[config.mk]
export PLATFORM = sky130hd
export DESIGN_NAME = multi_channel_soft_timer_pool_flat
export DESIGN_NICKNAME = d
export VERILOG_FILES = /design/src/rtl/mcst_pkg.sv /design/src/rtl/mcst_if.sv /design/src/rtl/mcst_datapath.sv /design/src/rtl/mcst_ctrl.sv /design/src/rtl/multi_channel_soft_timer_pool.sv /design/src/flat_wrapper.sv
export SDC_FILE = /design/constraint.sdc
export NUM_CORES = 2
export LEC_CHECK = 0
export CAP_MARGIN = 15
export CORE_MARGIN = 5
export CORE_UTILIZATION = 60
export DETAILED_ROUTE_END_ITERATION = 8
export DONT_BUFFER_PORTS = 1
export GPL_TIMING_DRIVEN = 0
export PLACE_DENSITY = 0.76
export SETUP_SLACK_MARGIN = 0.3
export SLEW_MARGIN = 15
export SYNTH_ARGS = -nofsm -noshare
export SYNTH_HDL_FRONTEND = slang
export SYNTH_SLANG_ARGS = --single-unit
[constraint.sdc]
create_clock -name clk -period 24.2 [get_ports clk]
set_input_delay 1.21 -clock clk [delete_from_list [all_inputs] [get_ports clk]]
set_output_delay 1.21 -clock clk [all_outputs]
set_load 0.01 [all_outputs]
[src/rtl/mcst_pkg.sv]
package mcst_pkg;

	typedef enum logic [2:0] {
		CMD_TICK   = 3'd0,
		CMD_CREATE = 3'd1,
		CMD_DELETE = 3'd2,
		CMD_START  = 3'd3,
		CMD_STOP   = 3'd4,
		CMD_QUERY  = 3'd5
	} cmd_t;

	typedef enum logic [1:0] {
		ST_FREE    = 2'd0,
		ST_STOPPED = 2'd1,
		ST_RUNNING = 2'd2
	} tstat_t;

	typedef enum logic [1:0] {
		K_DONE    = 2'd0,
		K_EXPIRED = 2'd1,
		K_REJECT  = 2'd2,
		K_IDLE    = 2'd3
	} kind_t;

	typedef enum logic [2:0] {
		FSM_IDLE,
		FSM_READ,
		FSM_EXEC,
		FSM_SCAN_RD,
		FSM_SCAN_EV,
		FSM_SCAN_WAIT,
		FSM_SCAN_END,
		FSM_OUT
	} fsm_t;

	// Controller to datapath
	typedef struct packed {
		logic load_cmd;
		logic rd_entry;
		logic exec;
		logic scan_start;
		logic scan_eval;
		logic scan_next;
		logic scan_close;
		logic out_take;
	} ctl_t;

	// Datapath to controller
	typedef struct packed {
		logic is_tick;
		logic scan_done;
		logic out_full;
		logic out_valid;
	} sts_t;

	localparam int KIND_W = 2;
	localparam int ID_W   = 4;
	localparam int LEFT_W = 32;
	localparam int DLY_W  = 32;

endpackage

[src/rtl/mcst_if.sv]
interface mcst_in_if;
	import mcst_pkg::*;
	logic              valid;
	logic              ready;
	logic [2:0]        cmd;
	logic [ID_W-1:0]   timer_id;
	logic              periodic;
	logic [DLY_W-1:0]  delay_ticks;
	modport source (output valid, cmd, timer_id, periodic, delay_ticks, input ready);
	modport sink (input valid, cmd, timer_id, periodic, delay_ticks, output ready);
endinterface

interface mcst_out_if;
	import mcst_pkg::*;
	logic              valid;
	logic              ready;
	logic [KIND_W-1:0] kind;
	logic [ID_W-1:0]   result_id;
	logic [1:0]        timer_state;
	logic [LEFT_W-1:0] left_ticks;
	logic              last;
	modport source (output valid, kind, result_id, timer_state, left_ticks, last, input ready);
	modport sink (input valid, kind, result_id, timer_state, left_ticks, last, output ready);
endinterface

[src/rtl/mcst_datapath.sv]
module mcst_datapath
	import mcst_pkg::*;
#(
	parameter int TIMERS    = 16,
	parameter int TICK_BITS = 32
) (
	input  logic                clk,
	input  logic                arst_n,
	input  ctl_t                ctl,
	output sts_t                sts,
	input  logic [2:0]          in_cmd,
	input  logic [ID_W-1:0]     in_id,
	input  logic                in_per,
	input  logic [DLY_W-1:0]    in_dly,
	output logic [KIND_W-1:0]   o_kind,
	output logic [ID_W-1:0]     o_id,
	output logic [1:0]          o_state,
	output logic [LEFT_W-1:0]   o_left,
	output logic                o_last
);
	localparam int IW = (TIMERS > 1) ? $clog2(TIMERS) : 1;
	localparam int CW = $clog2(TIMERS + 1);
	localparam logic [CW-1:0] FULL = CW'(TIMERS);
	localparam logic [TICK_BITS-1:0] TMAX = '1;

	// Per-timer memories and the per-timer state array
	logic                 per_mem   [TIMERS];
	logic [TICK_BITS-1:0] dly_mem   [TIMERS];
	logic [TICK_BITS-1:0] start_mem [TIMERS];
	logic [IW-1:0]        fq_mem    [TIMERS];
	tstat_t               stat_q    [TIMERS];

	logic [TICK_BITS-1:0] tick_q;
	logic [IW-1:0]        head_q;
	logic [CW-1:0]        fcount_q;
	logic [CW-1:0]        fq_init_q;

	logic [2:0]           cmd_q;
	logic [ID_W-1:0]      id_q;
	logic                 per_q;
	logic [DLY_W-1:0]     dly_q;

	logic [IW-1:0]        scan_q;
	logic                 scan_end_q;
	logic                 hit_q;
	logic [IW-1:0]        pend_id_q;
	logic [1:0]           pend_st_q;

	logic                 rd_per_q;
	logic [TICK_BITS-1:0] rd_dly_q;
	logic [TICK_BITS-1:0] rd_start_q;
	logic [IW-1:0]        rd_fq_q;

	logic                 ov_q;
	logic [KIND_W-1:0]    okind_q;
	logic [ID_W-1:0]      oid_q;
	logic [1:0]           ostate_q;
	logic [LEFT_W-1:0]    oleft_q;
	logic                 olast_q;

	logic                 id_ok;
	logic [IW-1:0]        tid;
	logic [IW-1:0        ] rd_addr;
	logic [CW:0]          tail_sum;
	logic [IW-1:0]        tail_idx;
	logic [TICK_BITS-1:0] elapsed;
	logic                 due;
	logic                 scan_hit;
	logic [TICK_BITS-1:0] dly_sat;
	logic [TICK_BITS-1:0] left_full;
	logic [IW-1:0]        fq_pick;
	tstat_t               s_cur;

	assign id_ok   = ({{(32-ID_W){1'b0}}, id_q} < 32'(TIMERS));
	assign tid     = IW'(id_q);
	assign rd_addr = ctl.rd_entry ? (cmd_q == CMD_TICK ? scan_q : tid) : tid;
	assign tail_sum = (CW+1)'(head_q) + (CW+1)'(fcount_q);
	assign tail_idx = (tail_sum >= (CW+1)'(TIMERS)) ? IW'(tail_sum - (CW+1)'(TIMERS))
		: IW'(tail_sum);
	assign elapsed = tick_q - rd_start_q;
	assign due     = (elapsed >= rd_dly_q);
	assign scan_hit = (stat_q[scan_q] == ST_RUNNING) && due;
	assign left_full = rd_dly_q - elapsed;
	assign s_cur   = stat_q[tid];
	// slots from fq_init_q up were never written; their entry is taken to be their own index
	assign fq_pick = (CW'(head_q) < fq_init_q) ? rd_fq_q : head_q;

	generate
		if (DLY_W > TICK_BITS) begin : g_sat
			assign dly_sat = (dly_q > DLY_W'(TMAX)) ? TMAX : dly_q[TICK_BITS-1:0];
		end else begin : g_ext
			assign dly_sat = TICK_BITS'(dly_q);
		end
	endgenerate

	always_ff @(posedge clk) begin
		if (ctl.load_cmd) begin
			cmd_q <= in_cmd;
			id_q  <= in_id;
			per_q <= in_per;
			dly_q <= in_dly;
		end
		if (ctl.rd_entry) begin
			rd_per_q   <= per_mem[rd_addr];
			rd_dly_q   <= dly_mem[rd_addr];
			rd_start_q <= start_mem[rd_addr];
			rd_fq_q    <= fq_mem[head_q];
		end
		if (ctl.exec) begin
			if (cmd_q == CMD_CREATE && fcount_q != '0) begin
				per_mem[fq_pick] <= per_q;
				dly_mem[fq_pick] <= dly_sat;
			end
			if (cmd_q == CMD_DELETE && id_ok && s_cur != ST_FREE && fcount_q < FULL)
				fq_mem[tail_idx] <= tid;
			if (cmd_q == CMD_START && id_ok && s_cur == ST_STOPPED)
				start_mem[tid] <= tick_q;
		end
		if (ctl.scan_eval && scan_hit && rd_per_q)
			start_mem[scan_q] <= tick_q;
	end

	always_ff @(posedge clk or negedge arst_n) begin
		if (!arst_n) begin
			for (int i = 0; i < TIMERS; i++) stat_q[i] <= ST_FREE;
			tick_q     <= '0;
			head_q     <= '0;
			fcount_q   <= FULL;
			fq_init_q  <= '0;
			scan_q     <= '0;
			scan_end_q <= 1'b0;
			hit_q      <= 1'b0;
			pend_id_q  <= '0;
			pend_st_q  <= '0;
			ov_q       <= 1'b0;
		end else begin
			if (ctl.out_take) ov_q <= 1'b0;
			if (ctl.scan_start) begin
				tick_q     <= tick_q + 1'b1;
				scan_q     <= '0;
				scan_end_q <= 1'b0;
				hit_q      <= 1'b0;
			end
			if (ctl.scan_next) begin
				if (32'(scan_q) == TIMERS - 1) scan_end_q <= 1'b1;
				else scan_q <= scan_q + 1'b1;
			end
			if (ctl.scan_eval && scan_hit) begin
				// hold this expiry back one hit so the final one can carry last
				hit_q     <= 1'b1;
				if (!rd_per_q) stat_q[scan_q] <= ST_STOPPED;
				pend_id_q <= scan_q;
				pend_st_q <= rd_per_q ? ST_RUNNING : ST_STOPPED;
				if (hit_q) begin
					ov_q     <= 1'b1;
					okind_q  <= K_EXPIRED;
					oid_q    <= ID_W'(pend_id_q);
					ostate_q <= pend_st_q;
					oleft_q  <= '0;
					olast_q  <= 1'b0;
				end
			end
			if (ctl.scan_close) begin
				// end of pass: flush the held expiry, or an idle beat
				ov_q    <= 1'b1;
				oleft_q <= '0;
				olast_q <= 1'b1;
				if (hit_q) begin
					okind_q  <= K_EXPIRED;
					oid_q    <= ID_W'(pend_id_q);
					ostate_q <= pend_st_q;
				end else begin
					okind_q  <= K_IDLE;
					oid_q    <= '0;
					ostate_q <= ST_FREE;
				end
			end
			if (ctl.exec) begin
				ov_q    <= 1'b1;
				olast_q <= 1'b1;
				oleft_q <= '0;
				oid_q   <= id_q;
				ostate_q <= ST_FREE;
				okind_q <= K_REJECT;
				if (cmd_q == CMD_CREATE) begin
					oid_q <= '0;
					if (fcount_q != '0) begin
						stat_q[fq_pick] <= ST_STOPPED;
						head_q   <= (32'(head_q) == TIMERS - 1) ? '0 : head_q + 1'b1;
						fcount_q <= fcount_q - 1'b1;
						okind_q  <= K_DONE;
						oid_q    <= ID_W'(fq_pick);
						ostate_q <= ST_STOPPED;
					end
				end else if (id_ok) begin
					unique case (cmd_q)
						CMD_DELETE: begin
							okind_q  <= K_DONE;
							ostate_q <= s_cur;
							if (s_cur != ST_FREE && fcount_q < FULL) begin
								stat_q[tid] <= ST_FREE;
								fcount_q    <= fcount_q + 1'b1;
								ostate_q    <= ST_FREE;
								if (CW'(tail_idx) == fq_init_q && fq_init_q < FULL)
									fq_init_q <= fq_init_q + 1'b1;
							end
						end
						CMD_START: begin
							ostate_q <= s_cur;
							if (s_cur == ST_STOPPED) begin
								stat_q[tid] <= ST_RUNNING;
								okind_q     <= K_DONE;
								ostate_q    <= ST_RUNNING;
							end
						end
						CMD_STOP: begin
							ostate_q <= s_cur;
							if (s_cur == ST_RUNNING) begin
								stat_q[tid] <= ST_STOPPED;
								okind_q     <= K_DONE;
								ostate_q    <= ST_STOPPED;
							end
						end
						CMD_QUERY: begin
							okind_q  <= K_DONE;
							ostate_q <= s_cur;
							if (s_cur == ST_RUNNING && !due)
								oleft_q <= LEFT_W'(left_full);
						end
						default: ;
					endcase
				end
			end
		end
	end

	assign sts.is_tick   = (cmd_q == CMD_TICK);
	assign sts.scan_done = scan_end_q;
	assign sts.out_full  = ov_q && !ctl.out_take;
	assign sts.out_valid = ov_q;

	assign o_kind  = okind_q;
	assign o_id    = oid_q;
	assign o_state = ostate_q;
	assign o_left  = oleft_q;
	assign o_last  = olast_q;

`ifndef SYNTHESIS
	a_fcount_range: assert property (@(posedge clk) disable iff (!arst_n)
		fcount_q <= FULL) else $error("free count above pool size");
	a_tick_adv: assert property (@(posedge clk) disable iff (!arst_n)
		ctl.scan_start |=> tick_q == $past(tick_q) + 1'b1)
		else $error("tick count did not advance");
	a_create_head: assert property (@(posedge clk) disable iff (!arst_n)
		ctl.exec && cmd_q == CMD_CREATE && fcount_q == '0 |=> fcount_q == '0)
		else $error("create on empty pool changed count");
`endif
endmodule

[src/rtl/mcst_ctrl.sv]
module mcst_ctrl
	import mcst_pkg::*;
(
	input  logic clk,
	input  logic arst_n,
	input  logic in_valid,
	output logic in_ready,
	input  logic out_ready,
	input  logic out_last,
	input  sts_t sts,
	output ctl_t ctl
);
	fsm_t state_q, state_d;
	logic take;

	always_ff @(posedge clk or negedge arst_n) begin
		if (!arst_n) state_q <= FSM_IDLE;
		else state_q <= state_d;
	end

	assign take = sts.out_valid && out_ready;

	always_comb begin
		state_d  = state_q;
		ctl      = '0;
		in_ready = 1'b0;
		ctl.out_take = take;
		unique case (state_q)
			FSM_IDLE: begin
				in_ready = 1'b1;
				if (in_valid) begin
					ctl.load_cmd = 1'b1;
					state_d = FSM_READ;
				end
			end
			FSM_READ: begin
				if (sts.is_tick) begin
					ctl.scan_start = 1'b1;
					state_d = FSM_SCAN_RD;
				end else begin
					ctl.rd_entry = 1'b1;
					state_d = FSM_EXEC;
				end
			end
			FSM_EXEC: begin
				ctl.exec = 1'b1;
				state_d = FSM_OUT;
			end
			FSM_SCAN_RD: begin
				ctl.rd_entry = 1'b1;
				state_d = FSM_SCAN_EV;
			end
			FSM_SCAN_EV: begin
				// hold while a beat is still in the output register
				if (!sts.out_full) begin
					ctl.scan_eval = 1'b1;
					ctl.scan_next = 1'b1;
					state_d = FSM_SCAN_WAIT;
				end
			end
			FSM_SCAN_WAIT: begin
				state_d = sts.scan_done ? FSM_SCAN_END : FSM_SCAN_RD;
			end
			FSM_SCAN_END: begin
				if (!sts.out_full) begin
					ctl.scan_close = 1'b1;
					state_d = FSM_OUT;
				end
			end
			FSM_OUT: begin
				if (take && out_last) state_d = FSM_IDLE;
			end
			default: state_d = FSM_IDLE;
		endcase
	end

`ifndef SYNTHESIS
	a_no_accept_busy: assert property (@(posedge clk) disable iff (!arst_n)
		in_ready |-> state_q == FSM_IDLE) else $error("ready outside idle");
	a_exec_once: assert property (@(posedge clk) disable iff (!arst_n)
		ctl.exec |=> !ctl.exec) else $error("double execute");
	a_eval_room: assert property (@(posedge clk) disable iff (!arst_n)
		ctl.scan_eval |-> !sts.out_full) else $error("result overwritten");
`endif
endmodule

[src/rtl/multi_channel_soft_timer_pool.sv]
// Create/delete/start/stop/query pass through read and execute states and present their one
// beat from the output register; the next command is accepted only once that beat is taken.
// A tick walks all TIMERS entries through read, evaluate and step states, then a close state;
// evaluate and close wait while the output register is full. One item is in work at a time.
// Each expiry is held back one hit so the final one carries last; no expiry gives an idle beat.
// arst_n clears the state machine, all timer states, the tick count and free queue.
module multi_channel_soft_timer_pool
	import mcst_pkg::*;
#(
	parameter int TIMERS    = 16,
	parameter int TICK_BITS = 32
) (
	input logic  clk,
	input logic  arst_n,
	mcst_in_if.sink    cmd_in,
	mcst_out_if.source res_out
);
	ctl_t ctl;
	sts_t sts;

	mcst_ctrl u_ctrl (
		.clk       (clk),
		.arst_n    (arst_n),
		.in_valid  (cmd_in.valid),
		.in_ready  (cmd_in.ready),
		.out_ready (res_out.ready),
		.out_last  (res_out.last),
		.sts       (sts),
		.ctl       (ctl)
	);

	// Datapath: timer memories, free queue, scan counter and the output register
	mcst_datapath #(.TIMERS(TIMERS), .TICK_BITS(TICK_BITS)) u_dp (
		.clk     (clk),
		.arst_n  (arst_n),
		.ctl     (ctl),
		.sts     (sts),
		.in_cmd  (cmd_in.cmd),
		.in_id   (cmd_in.timer_id),
		.in_per  (cmd_in.periodic),
		.in_dly  (cmd_in.delay_ticks),
		.o_kind  (res_out.kind),
		.o_id    (res_out.result_id),
		.o_state (res_out.timer_state),
		.o_left  (res_out.left_ticks),
		.o_last  (res_out.last)
	);

	assign res_out.valid = sts.out_valid;
endmodule
[src/flat_wrapper.sv]
// flat-port wrapper written by rule: the top's interface ports become plain ports
module multi_channel_soft_timer_pool_flat import mcst_pkg::*;
#(
	parameter int TIMERS    = 16,
	parameter int TICK_BITS = 32
)
  (clk, arst_n, cmd_in_valid, cmd_in_cmd, cmd_in_timer_id, cmd_in_periodic, cmd_in_delay_ticks, cmd_in_ready, res_out_valid, res_out_kind, res_out_result_id, res_out_timer_state, res_out_left_ticks, res_out_last, res_out_ready);
  mcst_in_if cmd_in_i ();
  mcst_out_if res_out_i ();
  input logic clk;
  input logic arst_n;
  input wire logic [$bits(cmd_in_i.valid)-1:0] cmd_in_valid;
  input wire logic [$bits(cmd_in_i.cmd)-1:0] cmd_in_cmd;
  input wire logic [$bits(cmd_in_i.timer_id)-1:0] cmd_in_timer_id;
  input wire logic [$bits(cmd_in_i.periodic)-1:0] cmd_in_periodic;
  input wire logic [$bits(cmd_in_i.delay_ticks)-1:0] cmd_in_delay_ticks;
  output wire logic [$bits(cmd_in_i.ready)-1:0] cmd_in_ready;
  output wire logic [$bits(res_out_i.valid)-1:0] res_out_valid;
  output wire logic [$bits(res_out_i.kind)-1:0] res_out_kind;
  output wire logic [$bits(res_out_i.result_id)-1:0] res_out_result_id;
  output wire logic [$bits(res_out_i.timer_state)-1:0] res_out_timer_state;
  output wire logic [$bits(res_out_i.left_ticks)-1:0] res_out_left_ticks;
  output wire logic [$bits(res_out_i.last)-1:0] res_out_last;
  input wire logic [$bits(res_out_i.ready)-1:0] res_out_ready;
  assign cmd_in_i.valid = cmd_in_valid;
  assign cmd_in_i.cmd = cmd_in_cmd;
  assign cmd_in_i.timer_id = cmd_in_timer_id;
  assign cmd_in_i.periodic = cmd_in_periodic;
  assign cmd_in_i.delay_ticks = cmd_in_delay_ticks;
  assign cmd_in_ready = cmd_in_i.ready;
  assign res_out_valid = res_out_i.valid;
  assign res_out_kind = res_out_i.kind;
  assign res_out_result_id = res_out_i.result_id;
  assign res_out_timer_state = res_out_i.timer_state;
  assign res_out_left_ticks = res_out_i.left_ticks;
  assign res_out_last = res_out_i.last;
  assign res_out_i.ready = res_out_ready;
  multi_channel_soft_timer_pool #(.TIMERS(TIMERS), .TICK_BITS(TICK_BITS)) u_core (.clk(clk), .arst_n(arst_n), .cmd_in(cmd_in_i), .res_out(res_out_i));
endmodule
==> run_results.csv <==
group,metric,value,unit
yosys,postSynth.asyncResetShare,0.0697,
yosys,synth_fp_nets,3451,
routing,drt-pass1-iter-count,7,
yosys,synthesis.area,56600,µm²
clock_network,numClockSinks,1348,
worst_setup_path,startpoint_type,"flop",
cells_and_area,fill_cells,5842,
run,timing.max_cap.violations,0,
worst_setup_path,cp.buffers_inverters,4,
power_and_ir_drop,static-leakage-power,20.8,nW
routing,post-route-drc-count,0,
grt,number_of_global_route_vias_before_repair,32800,
clock_network,clock_latency_on_the_worst_skew_pair,0.77,ns
clock_network,number_of_buffers_created_by_cts,136,
sta,grt_setup_unrepaired,"no",
floorplan,chipHeight,317,µm
placed_design,dp_hpwl,101000,µm
sta,timing.final.setup_violations,0,
min_path,hold_class,"input pin to async pin",
sta,timing.setup.tns,0,ns
routing,wirelength,152000,µm
worst_setup_path,cp_data_arrival_time,8.70,ns
clock_network,cts_tree,"done",
clock_network,cts.path.max_buffers,3,
yosys,number_of_enable_flip_flop_cells_after_synthesis,1254,
clock_network,cts-root-buf,"clkbuf_16",
routing,drt-vias-per-instance,6.70,
yosys,syn-mean-instance-area,17.0,µm²
routing,ant_nets,0,
sta,fmaxAchievable,121,MHz
worst_setup_path,critical-path-max-stage-delay,0.72,ns
sta,max_slew.worst_pin.slew,1.23,ns
placed_design,numPortBuffers,0,
yosys,ys_seq_area_frac,0.707,
grt,grt_pass1_wl,222000,µm
floorplan,design.core.area,93500,µm²
worst_setup_path,ff2ff_path_depth,22,
sta,final_max_slew_viol_count,0,
clock_network,cts_setup_buffers,0,
clock_network,ctsHoldBuffers,0,
worst_setup_path,timing.critical_path.mode_cell,"a211oi_1",
sta,clock_skew,0.0450,ns
sta,hold_violations,0,
grt,antenna_found_initial,11,
floorplan,die-area,101000,µm²
yosys,synth-seq-cells,1348,
worst_setup_path,timing.critical_path.slowest_stage_cell,"o22ai_4",
grt,grt.total_usage,0.306,
yosys,post_synth_inst_count,3324,
yosys,yosys_warnings,0,
sta,finalCriticalPeriod,8.26,ns
cells_and_area,ratio_of_cells_with_drive_above_1_in_the_final_layout,0.183,
floorplan,die_width,317,µm
floorplan,top_level_ports,87,
cells_and_area,layout.nets,3635,
floorplan,initial_core_util,0.605,
worst_setup_path,timing.critical_path.required,24.65,ns
yosys,synthFlopType,"edfxtp_1",
placed_design,final_wtd_congestion,0.947,
status,status,"complete, no violations",
cells_and_area,multi_input_area,16000,µm²
clock_network,cts_resized,0,
worst_setup_path,cp-end-kind,"flop",
worst_setup_path,cp_max_fo,19,
placed_design,placed_cells,4624,
sta,relSlewSlack,0.179,
worst_setup_path,crit_family,"compound AO/OA/AOI/OAI gates",
worst_setup_path,cp_cell_sequence,"inv_1 > ha_1 > inv_1 > fa_1 > a211oi_1 > o21ai_0 > o221a_2 > o211ai_1 > nand2_1 > a211oi_1 > nor3_1 > a211oi_1 > ha_1 > nand4_1 > or4_4 > nor4_2 > a211o_1 > nand3_4 > buf_2 > or3_1 > o22ai_4 > buf_16",
cells_and_area,final_cell_count_no_fill,4882,
cells_and_area,final-seq-area,40000,µm²
power_and_ir_drop,worst_ir_drop_vdd,0.0701,mV
power_and_ir_drop,power_density,84.0,nW/µm²
sta,post-route-period-util,0.341,
grt,global_route.overflow_total,0,
grt,pin_count_of_the_biggest_net_entering_global_routing,97,
clock_network,h-tree-depth,4,
routing,detail_route.wl_per_cell,31.1,µm
floorplan,row_count,112,
worst_setup_path,path_class,"flop to flop",
clock_network,clkTransAtPathRegs,0.07,ns
routing,initialDrtViolationCount,4118,
routing,routed-via-count,32700,
cells_and_area,flow.area_growth_from_synthesis,13.5,%
worst_setup_path,path_depth,22,
yosys,synthDistinctLibCells,88,
stage by stage:
step / power, mW / setup WS [ns] / utilization / hold slack, ns / cell area, µm²
3_3_place_gp: 3.23 / 12.33 / 0.622 / 0.464 / 58200
2_1_floorplan: 3.06 / 16.26 / - / 0.450 / 56600
3_5_place_dp: 3.25 / 16.12 / 0.637 / 0.476 / 59600
4_1_cts: 5.40 / 16.08 / 0.687 / 0.101 / 64200
5_1_grt: 5.57 / 15.71 / 0.687 / 0.117 / 64200
6_report: 5.40 / 15.94 / 0.687 / 0.145 / 64300
worst paths after layout:
path / from / endpoint / slack, ns
worst max-delay path: u_core.u_dp.tick_q[0]$_DFFE_PN0P_ / u_core.u_dp.start_mem[8][19]$_DFFE_PP_ / 15.94
worst min-delay path: arst_n / u_core.u_dp.stat_q[31]$_DFF_PN0_ / 0.14
worst max register to register: u_core.u_dp.tick_q[0]$_DFFE_PN0P_ / u_core.u_dp.start_mem[8][19]$_DFFE_PP_ / 15.94
worst min register to register: u_core.u_dp.pend_st_q[0]$_DFFE_PN0N_ / u_core.u_dp.pend_st_q[0]$_DFFE_PN0N_ / 0.49
max in group asynchronous: arst_n / u_core.u_dp.fcount_q[4]$_DFFE_PN1P_ / 23.79
min in group clk: u_core.u_dp.pend_st_q[0]$_DFFE_PN0N_ / u_core.u_dp.pend_st_q[0]$_DFFE_PN0N_ / 0.49
cells in the mapped netlist, drive strengths merged (34+ instances only):
| cell | instances | area (µm²) |
|---|---|---|
| edfxtp | 1254 | 37700 |
| mux4 | 292 | 6580 |
| nand2 | 266 | 998 |
| nor2 | 165 | 629 |
| clkbuf | 101 | 379 |
| a21oi | 97 | 485 |
| dfrtp | 93 | 2330 |
| o21ai | 91 | 459 |
| a211oi | 86 | 646 |
| inv | 81 | 304 |
| a31oi | 80 | 500 |
| and2 | 79 | 495 |
| ha | 79 | 988 |
| buf | 53 | 270 |
| xnor2 | 51 | 447 |
| nand3 | 44 | 233 |
| a21o | 38 | 285 |
| xor2 | 37 | 324 |
| nor3 | 34 | 175 |
final cells by class:
cell class,count,area share
timing repair buffer,46,0.0169
buffer,154,0.0102
clock buffer,154,0.0543
antenna,6,0.000234
tap,1254,0.0244
sequential,1348,0.623
multi-input combinational,1741,0.248
clock inverter,98,0.0182
inverter,81,0.00473
power breakdown:
| group | leakage [nW] | internal [mW] | total [mW] | switching, mW |
|---|---|---|---|---|
| sequential | 12.0 | 2.59 | 2.66 | 0.0670 |
| clock | 2.26 | 1.25 | 2.18 | 0.926 |
| combinational | 6.51 | 0.215 | 0.561 | 0.346 |
| total | 20.8 | 4.06 | 5.40 | 1.34 |
flip-flops by register name (all words and copies together) (netlist names), 2 cells and up:
name / flops
u_core.u_dp.fq_init_q: 5
u_core.u_dp.o_kind: 2
u_core.u_dp.rd_start_q: 32
u_core.u_dp.dly_mem: 512
u_core.u_dp.o_state: 2
u_core.u_dp.per_mem: 16
u_core.u_dp.stat_q: 32
u_core.u_dp.fcount_q: 5
u_core.u_dp.tick_q: 32
u_core.u_dp.start_mem: 512
u_core.u_dp.o_left: 32
u_core.u_dp.scan_q: 4
u_core.u_dp.head_q: 4
u_core.u_dp.rd_dly_q: 32
u_core.u_dp.id_q: 4
u_core.u_dp.o_id: 4
u_core.u_dp.pend_id_q: 4
u_core.u_dp.fq_mem: 64
u_core.u_ctrl.state_q: 3
u_core.u_dp.pend_st_q: 2
u_core.u_dp.dly_q: 32
u_core.u_dp.rd_fq_q: 4
u_core.u_dp.cmd_q: 3
metal layers:
metal	up-vias	wire, µm	part of all wire	GRT usage
met2	1946	72900	0.48	0.488
met3	270	14500	0.096	0.0626
met4	2	4930	0.033	0.100
met1	16800	59200	0.39	0.434
met5	-	13	0.000086	0
li1	13600	-	-	-
cells by family after synthesis:
group,synth area share
AOI/OAI and AO/OA,0.0587
xor gates and xnor gates,0.0136
adders and majority gates,0.0189
buffers and inverters,0.0168
DFF,0.707
muxes,0.120
and+or+nand+nor,0.0646
cells in the final DEF, fill, tap and decap left out, drive strengths merged, types with 91 or more instances in the layout:
master,count
nand2,266
dfrtp,93
inv,91
mux4,292
a21oi,97
o21ai,91
edfxtp,1254
nor2,165
clkbuf,255
buf,99
(Power assumes the default switching activity.)
